**config.mk**
```make
export PLATFORM = sky130hd
export DESIGN_NAME = text_encoding_classifier_flat
export DESIGN_NICKNAME = d
export VERILOG_FILES = /design/src/tec_pkg.sv /design/src/tec_in_if.sv /design/src/tec_out_if.sv /design/src/tec_rules.sv /design/src/tec_out_reg.sv /design/src/text_encoding_classifier.sv /design/src/flat_wrapper.sv
export SDC_FILE = /design/constraint.sdc
export NUM_CORES = 1
export LEC_CHECK = 0
export ABC_AREA = 1
export BUFFER_PORTS_ARGS = -buffer_cell sky130_fd_sc_hd__buf_2
export CORE_MARGIN = 4
export CORE_UTILIZATION = 55
export DETAILED_ROUTE_END_ITERATION = 7
export GPL_ROUTABILITY_DRIVEN = 0
export PLACE_DENSITY_LB_ADDON = 0.15
export SYNTH_ARGS = -nofsm -noshare
export SYNTH_HDL_FRONTEND = slang
export SYNTH_SLANG_ARGS = --single-unit
export TNS_END_PERCENT = 20
```
**constraint.sdc**
```tcl
create_clock -name clk -period 4 [get_ports clk]
set_clock_uncertainty 0.1 [all_clocks]
set_input_delay 0.6 -clock clk [delete_from_list [all_inputs] [get_ports clk]]
set_output_delay 0.6 -clock clk [all_outputs]
set_load 0.005 [all_outputs]
```
**src/tec_pkg.sv**
```systemverilog
`timescale 1ns / 1ps

package tec_pkg;

  typedef enum logic [2:0] {
    ENC_UTF8    = 3'd0,
    ENC_ANSI    = 3'd1,
    ENC_U16LE   = 3'd2,
    ENC_U16BE   = 3'd3,
    ENC_U32FFFE = 3'd4,
    ENC_U32FEFF = 3'd5,
    ENC_NONE    = 3'd6
  } enc_t;

  typedef struct packed {
    enc_t encoding;
    logic damaged;
  } tec_result_t;

  typedef struct packed {
    logic       ok;
    logic [2:0] count;
  } lead_t;

  localparam logic [7:0] BYTE_ZERO   = 8'h00;
  localparam logic [7:0] BYTE_FE     = 8'hFE;
  localparam logic [7:0] BYTE_FF     = 8'hFF;
  localparam logic [2:0] HEAD_BYTES  = 3'd4;
  localparam logic [2:0] MAX_PENDING = 3'd5;

  // Number of continuation bytes a lead byte opens under the loose UTF-8 rule.
  function automatic lead_t lead_continuations(input logic [7:0] b);
    lead_t r;
    r.ok    = 1'b1;
    r.count = 3'd0;
    if (b[7] == 1'b0) begin
      r.count = 3'd0;
    end else if (b[7:5] == 3'b110) begin
      r.count = 3'd1;
    end else if (b[7:4] == 4'b1110) begin
      r.count = 3'd2;
    end else if (b[7:3] == 5'b11110) begin
      r.count = 3'd3;
    end else if (b[7:2] == 6'b111110) begin
      r.count = 3'd4;
    end else if (b[7:1] == 7'b1111110) begin
      r.count = 3'd5;
    end else begin
      r.ok = 1'b0;
    end
    return r;
  endfunction

endpackage

```
**src/tec_in_if.sv**
```systemverilog
`timescale 1ns / 1ps

interface tec_in_if;
  logic       valid;
  logic       ready;
  logic [7:0] data_byte;
  logic       last;

  modport source (output valid, output data_byte, output last, input ready);
  modport sink (input valid, input data_byte, input last, output ready);
endinterface

```
**src/tec_out_if.sv**
```systemverilog
`timescale 1ns / 1ps

interface tec_out_if;
  logic       valid;
  logic       ready;
  logic [2:0] encoding;
  logic       damaged;

  modport source (output valid, output encoding, output damaged, input ready);
  modport sink (input valid, input encoding, input damaged, output ready);
endinterface

```
**src/tec_rules.sv**
```systemverilog
`timescale 1ns / 1ps

module tec_rules import tec_pkg::*; (
  input  logic        clk,
  input  logic        rst,
  input  logic        advance,
  input  logic [7:0]  data_byte,
  input  logic        last,
  output tec_result_t result
);

  logic [2:0]  utf8_pending, utf8_pending_next;
  logic        utf8_failed, utf8_failed_next;
  logic        ansi_pending, ansi_pending_next;
  logic        ansi_failed, ansi_failed_next;
  logic [2:0]  byte_position, byte_position_next;
  logic [1:0]  length_mod_four, length_mod_four_next;
  logic [31:0] head_bytes, head_bytes_next;
  lead_t       lead;
  logic        high;
  logic        even_len;
  logic        quad_len;

  assign lead = lead_continuations(data_byte);
  assign high = data_byte[7];

  always_comb begin
    utf8_pending_next    = utf8_pending;
    utf8_failed_next     = utf8_failed;
    ansi_pending_next    = ansi_pending;
    ansi_failed_next     = ansi_failed;
    byte_position_next   = byte_position;
    head_bytes_next      = head_bytes;
    length_mod_four_next = length_mod_four + 2'd1;

    if (!utf8_failed) begin
      if (utf8_pending != 3'd0) begin
        if (data_byte[7:6] == 2'b10) begin
          utf8_pending_next = utf8_pending - 3'd1;
        end else begin
          utf8_failed_next = 1'b1;
        end
      end else if (!lead.ok) begin
        utf8_failed_next = 1'b1;
      end else begin
        utf8_pending_next = lead.count;
      end
    end

    if (!ansi_failed) begin
      if (ansi_pending) begin
        if (high) begin
          ansi_pending_next = 1'b0;
        end else begin
          ansi_failed_next = 1'b1;
        end
      end else if (high) begin
        ansi_pending_next = 1'b1;
      end
    end

    // The first four bytes are kept; later bytes only advance the length.
    if (byte_position < HEAD_BYTES) begin
      for (int i = 0; i < 4; i++) begin
        if (byte_position[1:0] == 2'(i)) begin
          head_bytes_next[8*i +: 8] = head_bytes[8*i +: 8] | data_byte;
        end
      end
      byte_position_next = byte_position + 3'd1;
    end
  end

  assign even_len = (length_mod_four_next[0] == 1'b0);
  assign quad_len = (length_mod_four_next == 2'd0);

  always_comb begin
    result.damaged = 1'b0;
    if (!utf8_failed_next && utf8_pending_next == 3'd0) begin
      result.encoding = ENC_UTF8;
    end else if (!ansi_failed_next && !ansi_pending_next) begin
      result.encoding = ENC_ANSI;
    end else if (byte_position_next >= 3'd2 && even_len &&
                 head_bytes_next[7:0] == BYTE_FF && head_bytes_next[15:8] == BYTE_FE) begin
      result.encoding = ENC_U16LE;
    end else if (byte_position_next >= 3'd2 && even_len &&
                 head_bytes_next[7:0] == BYTE_FE && head_bytes_next[15:8] == BYTE_FF) begin
      result.encoding = ENC_U16BE;
    end else if (byte_position_next >= HEAD_BYTES && quad_len &&
                 head_bytes_next[15:0] == {BYTE_ZERO, BYTE_ZERO} &&
                 head_bytes_next[23:16] == BYTE_FF && head_bytes_next[31:24] == BYTE_FE) begin
      result.encoding = ENC_U32FFFE;
    end else if (byte_position_next >= HEAD_BYTES && quad_len &&
                 head_bytes_next[15:0] == {BYTE_ZERO, BYTE_ZERO} &&
                 head_bytes_next[23:16] == BYTE_FE && head_bytes_next[31:24] == BYTE_FF) begin
      result.encoding = ENC_U32FEFF;
    end else begin
      result.encoding = ENC_NONE;
      result.damaged  = 1'b1;
    end
  end

  always_ff @(posedge clk) begin
    if (rst || (advance && last)) begin
      utf8_pending    <= 3'd0;
      utf8_failed     <= 1'b0;
      ansi_pending    <= 1'b0;
      ansi_failed     <= 1'b0;
      byte_position   <= 3'd0;
      length_mod_four <= 2'd0;
      head_bytes      <= 32'd0;
    end else if (advance) begin
      utf8_pending    <= utf8_pending_next;
      utf8_failed     <= utf8_failed_next;
      ansi_pending    <= ansi_pending_next;
      ansi_failed     <= ansi_failed_next;
      byte_position   <= byte_position_next;
      length_mod_four <= length_mod_four_next;
      head_bytes      <= head_bytes_next;
    end
  end

  a_clear_after_last: assert property (@(posedge clk) disable iff (rst)
    advance && last |=> byte_position == 3'd0 && length_mod_four == 2'd0 &&
                        head_bytes == 32'd0 && !utf8_failed && !ansi_failed)
    else $error("stream state not cleared after final byte");

  a_position_bound: assert property (@(posedge clk) disable iff (rst)
    byte_position <= HEAD_BYTES)
    else $error("byte position ran past the head");

  a_pending_bound: assert property (@(posedge clk) disable iff (rst)
    utf8_pending <= MAX_PENDING)
    else $error("UTF-8 pending count out of range");

  a_damaged_none: assert property (@(posedge clk) disable iff (rst)
    result.damaged == (result.encoding == ENC_NONE))
    else $error("damaged flag disagrees with encoding");

endmodule

```
**src/tec_out_reg.sv**
```systemverilog
`timescale 1ns / 1ps

module tec_out_reg import tec_pkg::*; (
  input  logic        clk,
  input  logic        rst,
  input  logic        load,
  input  tec_result_t result,
  output logic        free,
  tec_out_if.source   verdict
);

  logic        valid;
  tec_result_t held;

  assign free = !valid || verdict.ready;

  always_ff @(posedge clk) begin
    if (rst) begin
      valid <= 1'b0;
    end else if (load) begin
      valid <= 1'b1;
    end else if (verdict.ready) begin
      valid <= 1'b0;
    end
  end

  always_ff @(posedge clk) begin
    if (load) begin
      held <= result;
    end
  end

  assign verdict.valid    = valid;
  assign verdict.encoding = held.encoding;
  assign verdict.damaged  = held.damaged;

  a_no_overwrite: assert property (@(posedge clk) disable iff (rst)
    valid && !verdict.ready |-> !load)
    else $error("pending transaction overwritten");

endmodule

```
**src/text_encoding_classifier.sv**
```systemverilog
`timescale 1ns / 1ps

// Channel   Dir  Payload                      Meaning
// stream    in   data_byte[7:0], last         one text byte, last marks end of stream
// verdict   out  encoding[2:0], damaged       one transaction per stream, on its last byte
//
// One byte is accepted per cycle, unless a final byte waits on a full output register.
// A byte is captured in the input register and checked against all rules while it is
// held there; on a final byte the result is loaded into the output register once that
// register is free, and the verdict is driven from the output register.
// Synchronous reset clears both registers' valid flags and the rule state.
// While the verdict waits, non-final bytes keep flowing; only a final byte
// waits for the output register to free up.

module text_encoding_classifier import tec_pkg::*; (
  input  logic     clk,
  input  logic     rst,
  tec_in_if.sink   stream,
  tec_out_if.source verdict
);

  logic        s1_valid;
  logic [7:0]  s1_byte;
  logic        s1_last;
  logic        advance;
  logic        out_free;
  tec_result_t result;

  assign advance      = s1_valid && (!s1_last || out_free);
  assign stream.ready = !s1_valid || advance;

  always_ff @(posedge clk) begin
    if (rst) begin
      s1_valid <= 1'b0;
    end else if (stream.ready) begin
      s1_valid <= stream.valid;
    end
  end

  always_ff @(posedge clk) begin
    if (stream.ready && stream.valid) begin
      s1_byte <= stream.data_byte;
      s1_last <= stream.last;
    end
  end

  tec_rules u_rules (
    .clk       (clk),
    .rst       (rst),
    .advance   (advance),
    .data_byte (s1_byte),
    .last      (s1_last),
    .result    (result)
  );

  tec_out_reg u_out (
    .clk     (clk),
    .rst     (rst),
    .load    (advance && s1_last),
    .result  (result),
    .free    (out_free),
    .verdict (verdict)
  );

endmodule

```
**src/flat_wrapper.sv**
```systemverilog
// flat-port wrapper written by rule: the top's interface ports become plain ports
module text_encoding_classifier_flat import tec_pkg::*;
  (clk, rst, stream_valid, stream_data_byte, stream_last, stream_ready, verdict_valid, verdict_encoding, verdict_damaged, verdict_ready);
  tec_in_if stream_i ();
  tec_out_if verdict_i ();
  input  logic clk;
  input  logic rst;
  input wire logic [$bits(stream_i.valid)-1:0] stream_valid;
  input wire logic [$bits(stream_i.data_byte)-1:0] stream_data_byte;
  input wire logic [$bits(stream_i.last)-1:0] stream_last;
  output wire logic [$bits(stream_i.ready)-1:0] stream_ready;
  output wire logic [$bits(verdict_i.valid)-1:0] verdict_valid;
  output wire logic [$bits(verdict_i.encoding)-1:0] verdict_encoding;
  output wire logic [$bits(verdict_i.damaged)-1:0] verdict_damaged;
  input wire logic [$bits(verdict_i.ready)-1:0] verdict_ready;
  assign stream_i.valid = stream_valid;
  assign stream_i.data_byte = stream_data_byte;
  assign stream_i.last = stream_last;
  assign stream_ready = stream_i.ready;
  assign verdict_valid = verdict_i.valid;
  assign verdict_encoding = verdict_i.encoding;
  assign verdict_damaged = verdict_i.damaged;
  assign verdict_i.ready = verdict_ready;
  text_encoding_classifier u_core (.clk(clk), .rst(rst), .stream(stream_i), .verdict(verdict_i));
endmodule
```
==> run metrics <==
Yosys cell types=31; Iteration-0 DRC Markers=215; Fmax=between 300 and 400 MHz; outcome=finished, final reports clean; RSZ-0062 raised after global routing=false; cts repair resizes=0; largest net degree at the start of global routing=44; via count=between 2k and 3k; DRC=0; relative slew slack=0.474; gr ovfl total=0; post-route minimum period=approximately 2500 ps; Worst EP arrival=2500 ps; crit path kind=register to register; Post-CTS Setup Inserts=0; Final Slew Violations=0; H-tree levels=3; Mean Syn Cell Area=~7.3 um^2; # IOs=19; Worst Tran Pin Value=787 ps; Die Y=roughly 81 um; Critical Path RT=about 4000 ps; P per Cell Area=409 nW/um^2; Clock Tree Root=clkbuf_8; Worst-Skew Late Latency=approximately 340 ps; DRT Wirelength=between 6000 and 7000 um; # hold bufs at CTS=0; critical path launch point type=register; vias in the first global route=around 2.5k; initial antenna violation count=0; Clock transition at path regs=60 ps; IO buf count=18; # clock sinks=58; CTS Buf Count=9; Mapped Area=2970 um^2; core footprint=~5200 um^2; Peak VDD IR=roughly 0.34 mV; Comb power frac=0.130; warnings from Yosys=0; post-synthesis sequential area ratio=0.435; Vias/cell=roughly 5.4; max-cap violations=0; diodes inserted=0; die area=6640 um^2; CTS Buffer Depth=2; CTS tree=done; CP Capture Type=register; first-pass GRT wire length=approximately 11,000 um; #FFs+latches synth=58; Hold WS=around 330 ps; Design Area, Final=roughly 3300 um^2; Sequential Area=1290 um^2; final setup vio count=0; post-route antenna net violation count=0; HP Class=input port to register; Worst Path Max Fanout=9; Placed Area=3090 um^2; commonest cells after routing, fill and taps aside=nand2_1 (71), inv_1 (70), dfxtp_1 (45); period utilisation layout=0.630; dpl hpwl=approximately 4800 um; most common cell after layout, fill and taps aside=nand2_1; TNS Setup=0 ps; share of cells above drive strength 1=0.118; multi-input logic area=1340 um^2; DR WL/cell=13.3 um; All-Layer GR Usage=0.227; Layout area overhead=10.8%; layout net count=~450; switching share of power=0.263; initial core utilization=0.574; Int Pwr=between 900 and 1000 uW; fillers=about 450; clock network fraction of total power=0.396; num rows=26; Syn Inst Count=around 400; Tot Pwr=1350 uW; drt first pass iters=5; Die W=roughly 80 um; Post-Syn Nets=around 430; sequential share of power=0.474; Final Hold Vio Count=0; switching power=around 350 uW; LEAKAGE=0.00139 uW
==> cell families (layout without fill, tap and decap cells) <==
family	count (synthesis)	in the layout	synth area share
flops	58	58	0.435
buf+inv	86	109	0.115
simple gates	170	170	0.258
fa+ha+maj	8	8	0.0337
compound gates	86	86	0.159
==> synth_stat cells <==
library cell / count / area [um^2]
nand2_1: 71 / 267
inv_1: 70 / 263
dfxtp_1: 45 / 901
nand3_1: 40 / 200
nor2_1: 39 / 146
a21oi_1: 36 / 180
o21ai_0: 25 / 125
edfxtp_1: 13 / 390
o21ai_1: 9 / 45.0
ha_1: 8 / 100
o21bai_1: 6 / 45.0
clkbuf_1: 5 / 18.8
inv_2: 4 / 15.0
nand2_2: 4 / 25.0
nand4_1: 4 / 25.0
a211oi_1: 3 / 22.5
a31oi_1: 3 / 18.8
buf_2: 3 / 15.0
nand2_4: 3 / 33.8
nor2_2: 3 / 18.8
buf_4: 2 / 15.0
nor3_2: 2 / 20.0
o21a_1: 2 / 15.0
buf_6: 1 / 11.3
clkinv_1: 1 / 3.75
nand3_2: 1 / 10.0
nand3b_1: 1 / 7.51
nor3_1: 1 / 5.00
o211ai_1: 1 / 7.51
o21bai_2: 1 / 11.3
or2_2: 1 / 6.26
==> metrics by stage <==
stage	instances	setup WS (ps)	util
6_report	501	1480	0.636
3_5_place_dp	485	1390	0.597
5_1_grt	501	1300	0.636
2_1_floorplan	408	2120	-
4_1_cts	501	1570	0.636
3_3_place_gp	485	1420	0.597
==> layout make-up <==
type                    count  share of cell area
clock buffers              15              0.0601
clock inverters             1             0.00152
inverters                  75              0.0856
multi-input cells         264               0.406
flip-flops and latches     58               0.393
well taps                  70              0.0266
repair buffers             18              0.0274
==> flip-flops by register name, indices dropped and copies added, names as in the netlist <==
register,count
u_core.u_rules.utf8_failed,1
u_core.u_out.verdict.damaged,1
u_core.u_rules.byte_position,3
u_core.u_rules.length_mod_four,2
u_core.u_rules.utf8_pending,3
u_core.u_out.verdict.encoding,3
u_core.u_rules.head_bytes,32
u_core.u_rules.ansi_pending,1
u_core.s1_last,1
u_core.u_rules.ansi_failed,1
u_core.u_out.verdict.valid,1
u_core.s1_valid,1
u_core.s1_byte,8
==> power by group through the flow <==
stage / combinational (uW) / sequential, uW / clock (uW)
final: 174 / 638 / 533
after global routing: 199 / 640 / 580
after CTS: 173 / 638 / 545
after detailed placement: 172 / 651 / 0
after global placement: 168 / 650 / 0
after floorplan: 133 / 646 / 0
==> layer usage <==
metal / track usage / wire length, um / up-vias
met2: 0.363 / 3060 / 99
met1: 0.292 / 3100 / 1211
met4: 0.0946 / 150 / 0
li1: - / - / 1357
met5: 0 / 0 / -
met3: 0.0559 / 339 / 17
==> worst paths after layout <==
kind / from / endpoint / slack, ps / depth (start not counted)
max reg2reg: u_core.u_rules.byte_position[0] / u_core.u_out.verdict.encoding[1] / 1480 / 11
min reg2reg: u_core.u_rules.head_bytes[8] / u_core.u_rules.head_bytes[8] / 350 / 2
max: u_core.u_rules.byte_position[0] / u_core.u_out.verdict.encoding[1] / 1480 / 11
min: rst / u_core.s1_valid / 330 / 2
==> worst max-delay path: stages (launching register included) <==
cell	delay, ps
dfxtp_1	340
inv_1	130
ha_1	380
inv_1	220
o21ai_0	290
nand2_1	90
nor2_1	190
nand2_1	80
nor2_1	120
nand3_1	110
o21ai_1	140
nor2_1	70
(Power assumes the default switching activity.)
